## config.mk

```make
export PLATFORM = sky130hd
export DESIGN_NAME = led_matrix_frame_loader_and_scanner_top
export DESIGN_NICKNAME = d
export VERILOG_FILES = /design/src/rtl/core/lmfls_pkg.sv /design/src/rtl/core/lmfls_ram.sv /design/src/rtl/core/lmfls_fifo.sv /design/src/rtl/core/lmfls_front.sv /design/src/rtl/core/lmfls_back.sv /design/src/rtl/core/led_matrix_frame_loader_and_scanner_top.sv
export SDC_FILE = /design/constraint.sdc
export NUM_CORES = 2
export LEC_CHECK = 0
export BUFFER_PORTS_ARGS = -buffer_cell sky130_fd_sc_hd__buf_2
export CORE_ASPECT_RATIO = 1.2
export CORE_MARGIN = 2
export CORE_UTILIZATION = 55
export CTS_CLUSTER_SIZE = 28
export DETAILED_ROUTE_END_ITERATION = 12
export PLACE_DENSITY = 0.74
export SLEW_MARGIN = 20
export SYNTH_ARGS = -nofsm -noshare
export SYNTH_HDL_FRONTEND = slang
export SYNTH_MEMORY_MAX_BITS = 65536
export SYNTH_SLANG_ARGS = --single-unit
```

## constraint.sdc

```tcl
create_clock -name clk -period 6.3 [get_ports clk]
set_input_delay 0.63 -clock clk [delete_from_list [all_inputs] [get_ports clk]]
set_output_delay 0.63 -clock clk [all_outputs]
set_load 0.01 [all_outputs]
```

## src/rtl/core/lmfls_pkg.sv

```systemverilog
// Shared types and constants for the LED matrix frame loader and row scanner.
// Used by the front, back and top modules under rtl/core; depends on nothing.
package lmfls_pkg;

  // Default sizes of the display
  localparam int FRAME_BYTES_DEF   = 512;
  localparam int ROWS_DEF          = 16;
  localparam int BYTES_PER_ROW_DEF = 32;

  // Address width wide enough for the largest store or scan range
  localparam int CMD_AW = 12;

  // Queue depths between the parts
  localparam int CMD_DEPTH = 2;
  localparam int OUT_DEPTH = 4;

  // Load header: upper nibble 0xA, low bit selects dim mode
  localparam logic [7:0] HDR_MASK = 8'hF0;
  localparam logic [7:0] HDR_CODE = 8'hA0;

  // Work handed from the front to the back: a store write or a row scan
  typedef struct packed {
    logic              tick;
    logic [CMD_AW-1:0] addr;
    logic [7:0]        data;
    logic              dim;
    logic [3:0]        sel;
  } cmd_t;

  // One result item
  typedef struct packed {
    logic [7:0] shift_byte;
    logic [3:0] row_select;
    logic       blank_while_shifting;
    logic       latch_now;
  } res_t;

endpackage

```

## src/rtl/core/lmfls_ram.sv

```systemverilog
// Generic simple dual-port RAM: one write port, one read port, registered read.
// No dependencies.
module lmfls_ram #(
  parameter int WIDTH = 8,
  parameter int DEPTH = 512
) (
  input  logic                     clk,
  input  logic                     we,
  input  logic [$clog2(DEPTH)-1:0] waddr,
  input  logic [WIDTH-1:0]         wdata,
  input  logic                     re,
  input  logic [$clog2(DEPTH)-1:0] raddr,
  output logic [WIDTH-1:0]         rdata
);

  logic [WIDTH-1:0] mem [DEPTH];

  always_ff @(posedge clk) begin
    if (we) begin
      mem[waddr] <= wdata;
    end
    if (re) begin
      rdata <= mem[raddr];
    end
  end

endmodule

```

## src/rtl/core/lmfls_fifo.sv

```systemverilog
// Small register FIFO with valid/ready on both sides.
// No dependencies; DEPTH must be a power of two.
module lmfls_fifo #(
  parameter int WIDTH = 8,
  parameter int DEPTH = 2
) (
  input  logic             clk,
  input  logic             rst,
  input  logic             in_valid,
  output logic             in_ready,
  input  logic [WIDTH-1:0] in_data,
  output logic             out_valid,
  input  logic             out_ready,
  output logic [WIDTH-1:0] out_data
);

  localparam int PW = (DEPTH > 1) ? $clog2(DEPTH) : 1;
  localparam int NW = $clog2(DEPTH + 1);

  logic [WIDTH-1:0] mem [DEPTH];
  logic [PW-1:0]    wr_ptr;
  logic [PW-1:0]    rd_ptr;
  logic [NW-1:0]    count;
  logic             push;
  logic             pop;

  assign in_ready  = (count != NW'(DEPTH));
  assign out_valid = (count != '0);
  assign out_data  = mem[rd_ptr];
  assign push      = in_valid && in_ready;
  assign pop       = out_valid && out_ready;

  always_ff @(posedge clk) begin
    if (rst) begin
      wr_ptr <= '0;
      rd_ptr <= '0;
      count  <= '0;
    end else begin
      if (push) begin
        wr_ptr <= wr_ptr + 1'b1;
      end
      if (pop) begin
        rd_ptr <= rd_ptr + 1'b1;
      end
      count <= count + NW'(push) - NW'(pop);
    end
  end

  always_ff @(posedge clk) begin
    if (push) begin
      mem[wr_ptr] <= in_data;
    end
  end

endmodule

```

## src/rtl/core/lmfls_front.sv

```systemverilog
// Front part: accepts serial bytes and row ticks, tracks load and row state,
// and turns them into store writes and row scans. Depends on lmfls_pkg.
module lmfls_front import lmfls_pkg::*; #(
  parameter int FRAME_BYTES   = FRAME_BYTES_DEF,
  parameter int ROWS          = ROWS_DEF,
  parameter int BYTES_PER_ROW = BYTES_PER_ROW_DEF
) (
  input  logic       clk,
  input  logic       rst,
  input  logic       in_valid,
  output logic       in_ready,
  input  logic       req_type,
  input  logic [7:0] rx_byte,
  output logic       cmd_valid,
  input  logic       cmd_ready,
  output cmd_t       cmd
);

  localparam int SAW = $clog2(FRAME_BYTES);
  localparam int RW  = $clog2(ROWS);
  localparam logic [SAW-1:0]    LAST_COUNT = SAW'(FRAME_BYTES - 1);
  localparam logic [RW-1:0]     LAST_ROW   = RW'(ROWS - 1);
  localparam logic [6:0]        ROWS_M1    = 7'(ROWS - 1);
  localparam logic [CMD_AW-1:0] BPR_C      = CMD_AW'(BYTES_PER_ROW);

  logic           loading;
  logic [SAW-1:0] load_count;
  logic           dim_mode;
  logic [RW-1:0]  scan_row;
  logic           accept;
  logic           header;

  assign in_ready  = cmd_ready;
  assign accept    = in_valid && in_ready;
  assign header    = ((rx_byte & HDR_MASK) == HDR_CODE);
  // idle non-header bytes are taken and dropped
  assign cmd_valid = in_valid && (req_type || loading);

  always_comb begin
    cmd.tick = req_type;
    cmd.addr = req_type ? CMD_AW'(scan_row) * BPR_C : CMD_AW'(load_count);
    cmd.data = rx_byte;
    cmd.dim  = dim_mode;
    cmd.sel  = 4'(ROWS_M1 - 7'(scan_row));
  end

  always_ff @(posedge clk) begin
    if (rst) begin
      loading    <= 1'b0;
      load_count <= '0;
      dim_mode   <= 1'b0;
      scan_row   <= '0;
    end else if (accept) begin
      if (req_type) begin
        scan_row <= (scan_row == LAST_ROW) ? '0 : scan_row + 1'b1;
      end else if (loading) begin
        load_count <= load_count + 1'b1;
        if (load_count == LAST_COUNT) begin
          loading <= 1'b0;
        end
      end else if (header) begin
        dim_mode   <= rx_byte[0];
        loading    <= 1'b1;
        load_count <= '0;
      end
    end
  end

endmodule

```

## src/rtl/core/lmfls_back.sv

```systemverilog
// Back part: executes store writes and row scans against the frame store,
// reading one byte per cycle under output credits. Depends on lmfls_pkg, lmfls_ram.
module lmfls_back import lmfls_pkg::*; #(
  parameter int FRAME_BYTES   = FRAME_BYTES_DEF,
  parameter int BYTES_PER_ROW = BYTES_PER_ROW_DEF
) (
  input  logic clk,
  input  logic rst,
  input  logic cmd_valid,
  output logic cmd_ready,
  input  cmd_t cmd,
  output logic res_valid,
  output res_t res,
  input  logic res_pop
);

  localparam int SAW = $clog2(FRAME_BYTES);
  localparam int FW  = $clog2(FRAME_BYTES + 1);
  localparam int CW  = (BYTES_PER_ROW > 1) ? $clog2(BYTES_PER_ROW) : 1;
  localparam int KW  = $clog2(OUT_DEPTH + 1);
  localparam int XW  = CMD_AW + 1;

  typedef enum logic {ST_IDLE, ST_SCAN} state_t;

  state_t            state;
  logic [CW-1:0]     col;
  logic [CMD_AW-1:0] base;
  logic [3:0]        sel;
  logic              dim;
  logic [FW-1:0]     fill;
  logic [KW-1:0]     credits;
  logic              rv;
  logic              r_zero;
  logic              r_last;
  logic [3:0]        r_sel;
  logic              r_dim;

  logic              take;
  logic              we;
  logic              issue;
  logic [CMD_AW-1:0] raddr;
  logic [XW-1:0]     wfill;
  logic              miss;
  logic [7:0]        rdata;

  assign cmd_ready = (state == ST_IDLE);
  assign take      = cmd_valid && cmd_ready;
  assign we        = take && !cmd.tick;
  // hold the read until a slot in the result queue is reserved
  assign issue     = (state == ST_SCAN) && (credits != '0);
  assign raddr     = base + CMD_AW'(col);
  assign wfill     = XW'(cmd.addr) + 1'b1;
  // the store is written as a prefix from address zero; beyond it reads as zero
  assign miss      = (XW'(raddr) >= XW'(fill));

  lmfls_ram #(
    .WIDTH (8),
    .DEPTH (FRAME_BYTES)
  ) u_store (
    .clk   (clk),
    .we    (we),
    .waddr (SAW'(cmd.addr)),
    .wdata (cmd.data),
    .re    (issue),
    .raddr (SAW'(raddr)),
    .rdata (rdata)
  );

  assign res_valid                = rv;
  assign res.shift_byte           = ~(r_zero ? 8'h00 : rdata);
  assign res.row_select           = r_sel;
  assign res.blank_while_shifting = r_dim;
  assign res.latch_now            = r_last;

  always_ff @(posedge clk) begin
    if (rst) begin
      state   <= ST_IDLE;
      fill    <= '0;
      credits <= KW'(OUT_DEPTH);
      rv      <= 1'b0;
    end else begin
      rv      <= issue;
      credits <= credits + KW'(res_pop) - KW'(issue);
      case (state)
        ST_IDLE: begin
          if (take) begin
            if (cmd.tick) begin
              base  <= cmd.addr;
              sel   <= cmd.sel;
              dim   <= cmd.dim;
              col   <= CW'(BYTES_PER_ROW - 1);
              state <= ST_SCAN;
            end else if (wfill > XW'(fill)) begin
              fill <= FW'(wfill);
            end
          end
        end
        ST_SCAN: begin
          if (issue) begin
            r_zero <= miss;
            r_last <= (col == '0);
            r_sel  <= sel;
            r_dim  <= dim;
            if (col == '0) begin
              state <= ST_IDLE;
            end else begin
              col <= col - 1'b1;
            end
          end
        end
        default: state <= ST_IDLE;
      endcase
    end
  end

  a_credit_bound: assert property (@(posedge clk) disable iff (rst)
    credits <= KW'(OUT_DEPTH))
    else $error("result credits exceed queue depth");

  a_write_fills: assert property (@(posedge clk) disable iff (rst)
    we |=> (fill != '0))
    else $error("store write did not extend the fill count");

  a_scan_ends: assert property (@(posedge clk) disable iff (rst)
    (issue && (col == '0)) |=> (state == ST_IDLE) && rv && r_last)
    else $error("row scan did not end on the latch byte");

endmodule

```

## src/rtl/core/led_matrix_frame_loader_and_scanner_top.sv

```systemverilog
// Throughput: a row tick occupies the scan unit until its last byte is read, one
// frame store read per cycle while result credits remain; serial bytes are taken
// one per cycle while the command queue has room.
// Reset: control state clears at once; a fill count makes unwritten store bytes
// read as zero, so no clearing pass is needed. Depends on lmfls_pkg and submodules.
module led_matrix_frame_loader_and_scanner_top import lmfls_pkg::*; #(
  parameter int FRAME_BYTES   = FRAME_BYTES_DEF,
  parameter int ROWS          = ROWS_DEF,
  parameter int BYTES_PER_ROW = BYTES_PER_ROW_DEF
) (
  input  logic       clk,
  input  logic       rst,
  input  logic       in_valid,
  output logic       in_ready,
  input  logic       req_type,
  input  logic [7:0] rx_byte,
  output logic       out_valid,
  input  logic       out_ready,
  output logic [7:0] shift_byte,
  output logic [3:0] row_select,
  output logic       blank_while_shifting,
  output logic       latch_now
);

  logic cmd_in_valid;
  logic cmd_in_ready;
  cmd_t cmd_in;
  logic cmd_out_valid;
  logic cmd_out_ready;
  cmd_t cmd_out;
  logic res_valid;
  logic res_ready;
  res_t res;
  res_t res_out;
  logic res_pop;

  lmfls_front #(
    .FRAME_BYTES   (FRAME_BYTES),
    .ROWS          (ROWS),
    .BYTES_PER_ROW (BYTES_PER_ROW)
  ) u_front (
    .clk       (clk),
    .rst       (rst),
    .in_valid  (in_valid),
    .in_ready  (in_ready),
    .req_type  (req_type),
    .rx_byte   (rx_byte),
    .cmd_valid (cmd_in_valid),
    .cmd_ready (cmd_in_ready),
    .cmd       (cmd_in)
  );

  lmfls_fifo #(
    .WIDTH ($bits(cmd_t)),
    .DEPTH (CMD_DEPTH)
  ) u_cmd_q (
    .clk       (clk),
    .rst       (rst),
    .in_valid  (cmd_in_valid),
    .in_ready  (cmd_in_ready),
    .in_data   (cmd_in),
    .out_valid (cmd_out_valid),
    .out_ready (cmd_out_ready),
    .out_data  (cmd_out)
  );

  lmfls_back #(
    .FRAME_BYTES   (FRAME_BYTES),
    .BYTES_PER_ROW (BYTES_PER_ROW)
  ) u_back (
    .clk       (clk),
    .rst       (rst),
    .cmd_valid (cmd_out_valid),
    .cmd_ready (cmd_out_ready),
    .cmd       (cmd_out),
    .res_valid (res_valid),
    .res       (res),
    .res_pop   (res_pop)
  );

  lmfls_fifo #(
    .WIDTH ($bits(res_t)),
    .DEPTH (OUT_DEPTH)
  ) u_res_q (
    .clk       (clk),
    .rst       (rst),
    .in_valid  (res_valid),
    .in_ready  (res_ready),
    .in_data   (res),
    .out_valid (out_valid),
    .out_ready (out_ready),
    .out_data  (res_out)
  );

  assign res_pop              = out_valid && out_ready;
  assign shift_byte           = res_out.shift_byte;
  assign row_select           = res_out.row_select;
  assign blank_while_shifting = res_out.blank_while_shifting;
  assign latch_now            = res_out.latch_now;

  a_res_room: assert property (@(posedge clk) disable iff (rst)
    res_valid |-> res_ready)
    else $error("result arrived with the result queue full");

  a_out_hold: assert property (@(posedge clk) disable iff (rst)
    (out_valid && !out_ready) |=> out_valid && $stable(shift_byte) && $stable(latch_now))
    else $error("waiting result changed before it was taken");

endmodule
```

Word level (Yosys, flattened, before mapping):

Memories as Yosys holds them, arrays and structs flattened. A register that Yosys moved wholly into a read port is not among the register bits.
Cells that the tools add are included.

* input bits: 13
* word-level logic and storage cells: 109
* memories kept: 3
* output and inout port bits: 16
* bits in writable memories: 4198
* bits in registers: 70

Memory list
* u_back.u_store.mem: depth 512, bits a word 8, rd ports 1, clocked after Yosys merged registers in 1, write ports 1, RTL line lmfls_ram.sv:16 `logic [WIDTH-1:0] mem [DEPTH];`
* u_res_q.mem: depth 4, bits a word 14, rd ports 1, clocked after Yosys merged registers in 1, write ports 1, RTL line lmfls_fifo.sv:20 `logic [WIDTH-1:0] mem [DEPTH];`
* u_cmd_q.mem: depth 2, bits a word 23, rd ports 1, clocked after Yosys merged registers in 1, write ports 1, RTL line lmfls_fifo.sv:20

* bitwise gates (word level): 6
* reduce and logical (&&, ||, !) cells: 23
* add/sub/neg operators: 16
* order comparisons: 2
* equality and inequality tests: 9
* multiplexer cells: 28

Operators by type and width (count)
* 9-bit two-way mux: 3
* 5-bit two-way mux: 4
* 1-bit two-way mux: 15
* 12-bit by 1-bit adder with 13-bit output, second input constant: 1
* 13-bit by 10-bit greater-than comparator with 1-bit output: 1
* 12-bit by 5-bit adder with 12-bit output: 1
* 12-bit by 10-bit >= comparator with 1-bit output: 1
* 4-bit AND reduction: 3
* 2-bit != test, second input constant: 5
* 5-bit case mux with 2 select lines: 1
* 9-bit by 1-bit adder with 9-bit output, second input constant: 1
* 9-bit equality test, second input constant: 1
* 4-bit equality test, second input constant: 2
* 1-bit logical AND: 8
* 8-bit two-way mux: 1
* 8-bit inverter: 1
* 3-bit by 1-bit adder with 3-bit output: 2
* 3-bit AND reduction: 2
* 3-bit nonzero test: 2
* 3-bit by 1-bit subtractor with 3-bit output: 2
* 5-bit logical NOT: 1
* 1-bit inverter: 5
* 5-bit AND reduction: 1
* 5-bit by 1-bit subtractor with 5-bit output, second input constant: 1
* other kinds (14): 19

Depth between registers and ports, before layout:

* depth in word-level cells: 5
* mapped depth: 19
* depth with buffers taken out: 14

Hierarchy:

From an unflattened synthesis, not the netlist that was laid out.

* cells, all modules: 8613
* area, all modules: 168271.4 um^2

Modules (own cells, without submodules)
* lmfls_ram: cells each 8030, area an instance 160007.2 um^2, times used 1
* lmfls_back: cells each 240, area an instance 2672.6 um^2, times used 1
* lmfls_fifo at u_res_q: cells each 122, area an instance 2517.4 um^2, times used 1
* lmfls_fifo at u_cmd_q: cells each 110, area an instance 2129.5 um^2, times used 1
* lmfls_front: cells each 110, area an instance 938.4 um^2, times used 1
* led_matrix_frame_loader_and_scanner_top: cells each 1, area an instance 6.3 um^2, times used 1

Least setup slack after synthesis:

No wires, ideal clock.

* path type: register -> register
* start: register with a tool-made name
* end: memory u_back.u_store.mem[0][0], data pin
* period minus slack after synthesis: 5.618 ns
* path buffers: 3
* stages on the path, launching flop included: 5
* data required time: 5.389 ns
* arrival time: 4.707 ns
* setup slack: 0.682 ns
* cell sequence: dfxtp_1 > clkbuf_1 > buf_2 > clkbuf_1 > mux2_2

RTL lines (RTL line)
* end: declaration: lmfls_ram.sv:16

Worst setup path in the final report:

* start: register u_back.col[0]
* end: register u_back.u_store.rdata[6], read port of u_back.u_store.mem, data pin

* word-level cells in the longest chain between the ends: 1

RTL lines
* start: declaration: RTL line lmfls_back.sv:26 `logic [CW-1:0] col;`
* start signal: assignment: RTL line lmfls_back.sv:91 `col <= CW'(BYTES_PER_ROW - 1);`
* start signal: assignment: RTL line lmfls_back.sv:107 `col <= col - 1'b1;`
* 12-bit by 5-bit adder with 12-bit output: RTL line lmfls_back.sv:51 `assign raddr = base + CMD_AW'(col);`
* end: declaration: RTL line lmfls_ram.sv:13 `output logic [WIDTH-1:0] rdata`

Every way passes these cells.
A chain may end at the register's enable or synchronous reset.

==> reports/metrics.yaml <==
status: "finished clean"
vias: 82300
first_pass_iters: 9
finalSetupTns_ns: 0
port_buffers: 28
grt_start_max_net_pins: 245
vdd_drop_max_mv: 0.430
overflow: 0
grt_use_total: 0.264
skew_ns: 0.0911
pin_count: 29
htree_levels: 5
cp-startpoint: "u_back.col[0]$_SDFFCE_PN1P_"
initial_utilization: 0.552
worstMarginPinSlew_ns: 1.41
final-seq-area_mm2: 0.128
post-route-util: 0.615
clkSinkCount: 4276
yosysWarningCount: 0
drc: 0
wl_mm: 406
worst-setup-path-type: "register to register"
antenna_found_initial: 10
avgViaCountPerCell: 6.59
syn_to_final_growth_pct: 11.5
clk_pin_slew_worst_paths_ns: 0.07
required_ns: 6.99
fillers: 19900
hold_viol_final: 0
path_max_fanout: 94
synthTopCellsByArea: "edfxtp_1 76%, mux4_2 15%, nor2_1 1.4%, nand2_1 1.3%, mux2i_1 0.82%"
fp.dieW_um: 506
worst_setup_path_end_kind: "register"
finalSetupViolCount: 0
arrival_ns: 6.23
fmaxAchievable_mhz: 180
layout.nets: 8232
clk_path_buf_depth: 4
ant_nets: 0
drive_gt1_frac: 0.245
startpoint_type: "register"
drt_iter0_markers: 11300
r2r-start: "u_back.col[0]$_SDFFCE_PN1P_"
synth_seq_cells: 4276
synth_edf_count: 4232
power_density_mw_per_mm2: 392
async_flop_share: 0
max_slew_margin: 0.0623
cts_root_buffer: "clkbuf_16"
syn_nets: 7958
gp_congestion: 0.918
syn_area_mm2: 0.166
final_max_slew_viol_count: 0
yosysUniqueCellTypes: 69
hp-start: "req_type"
cts_tree: "built"
syn_inst: 7899
worstHoldPathType: "primary input to register"
core_area_mm2: 0.301
max_cap_viol_count: 0
fin_area_mm2: 0.185
dpl_cell_area_mm2: 0.173
wl_per_cell_um: 32.5
period_minus_slack_ns: 5.55
post-dp-hpwl_mm: 242
synth_top_area_share: 0.764
multiInputGateArea_mm2: 0.0364
ctsResizeCount: 0
die_y_um: 606
power.total_mw: 72.7
p_leak_nw: 57.8
yosys_most_used_dff: "edfxtp_1"
rows: 221
grt_pass1_wl_mm: 587
grt_pass1_vias: 83000
clock_latency_ns: 0.96
period_share: 0.880
synth_seq_area_share: 0.770
rsz0062_at_grt: "no"
synth_top_cell_by_area: "edfxtp_1"
cts_buffers: 393
synth.avg_cell_area_um2: 21.1
dieArea_mm2: 0.307
==> synth_stat cells (all sizes together), types with 3 or more instances <==
cell,instances
a31oi,18
nand2b,14
nand2,569
buf,240
mux2i,137
xnor2,20
o22ai,57
nor2b,13
o21ai,49
o22a,6
a21o,6
and2,10
a311oi,20
a32o,8
mux4,1133
xor2,10
nor2,600
clkbuf,214
a32oi,15
ha,43
edfxtp,4232
a311o,6
and4,3
a2111oi,4
dfxtp,44
inv,47
a211oi,10
nand4,38
a221oi,3
nand3,204
a41oi,12
nor4,9
and3,16
mux2,18
nor3,10
a21oi,32
fa,3
or3,3
==> metrics by stage <==
step	setup slack (ns)	hold WS, ns	std cells
2_1_floorplan	0.682	0.400	7899
3_3_place_gp	0.777	0.401	11800
3_5_place_dp	0.835	0.412	11800
4_1_cts	0.832	0.0528	12500
5_1_grt	0.848	0.0824	12500
6_report	0.753	0.0936	12500
==> cell type report <==
| cell class | instances | share of cell area |
|---|---|---|
| timing repair buffer | 333 | 0.0175 |
| antenna | 4 | 0.0000540 |
| inverter | 48 | 0.00105 |
| multi-input combinational | 3121 | 0.197 |
| clock buffer | 474 | 0.0562 |
| tap | 4014 | 0.0271 |
| sequential | 4276 | 0.690 |
| clock inverter | 232 | 0.0114 |
==> path summary, 6_finish.rpt <==
check                                                         end  slack [ns]  depth (start not counted)
worst max-delay path            u_back.u_store.rdata[6]$_DFFE_PP_        0.75                         11
worst min-delay path                 u_cmd_q.mem[0][22]$_DFFE_PP_        0.09                          1
worst max register to register  u_back.u_store.rdata[6]$_DFFE_PP_        0.75                         11
worst min register to register          u_back.r_sel[2]$_DFFE_PP_        0.43                          0
==> sequential cells by signal, indices dropped and copies added, names as in the netlist, 2 cells and up, named ones only <==
signal,flops
u_res_q.count,3
u_cmd_q.count,2
u_back.col,5
u_front.load_count,9
u_res_q.wr_ptr,2
u_back.u_store.mem,4096
u_back.base,9
u_cmd_q.mem,46
u_res_q.rd_ptr,2
u_front.scan_row,4
u_back.fill,10
u_back.r_sel,4
u_res_q.mem,56
u_back.sel,4
u_back.credits,3
u_back.u_store.rdata,8
==> layout by cell type (no fill, tap or decap), types with 57 or more instances in the layout <==
master / netlist / routed
clkbuf_1: 214 / 68
buf_12: 0 / 62
nand2_1: 569 / 567
clkinv_2: 1 / 79
nand3_1: 204 / 188
mux2i_1: 137 / 137
edfxtp_1: 4232 / 4232
clkbuf_16: 0 / 406
mux4_2: 1133 / 1133
buf_4: 47 / 232
nor2_1: 599 / 596
clkinv_1: 0 / 85
o22ai_1: 57 / 57
==> timing repair <==
item                                    4_1_cts  5_1_grt
hold endpoints to repair                     17        0
endpoints found under the setup margin        0        0
hold buffers                                  8        0
buffers inserted                              0        0
==> where the power goes <==
group / internal (mW) / switching (mW) / leakage [nW]
clock network: 13.2 / 10.2 / 6.10
registers: 33.1 / 0.123 / 38.4
logic: 5.74 / 10.3 / 13.3
==> metal layers <==
metal / GRT usage / wire [um]
met1: 0.348 / 143000
met2: 0.426 / 200000
met3: 0.0572 / 42000
met4: 0.119 / 20900
met5: 0 / 47
==> critical path, stage by stage, from the launching register on <==
cell      delay, ns
edfxtp_1       0.46
ha_4           0.19
inv_1          0.06
fa_4           1.18
buf_12         0.45
mux4_2         0.42
mux2i_1        0.64
mux2i_1        0.29
o21ai_0        0.54
o22ai_1        0.36
a21oi_1        0.36
nand4b_1       0.14
==> logic make-up after synthesis <==
group | count (synthesis) | share of synthesized area
multiplexers | 1288 | 0.163
buffers and inverters | 502 | 0.0140
flip-flops | 4276 | 0.770
adder cells (fa/ha/maj) | 46 | 0.00360
AO/OA/AOI/OAI | 257 | 0.0107
AND/OR/NAND/NOR | 1500 | 0.0375
XOR/XNOR | 30 | 0.00181
No activity file was read; power rests on OpenSTA's default activity.
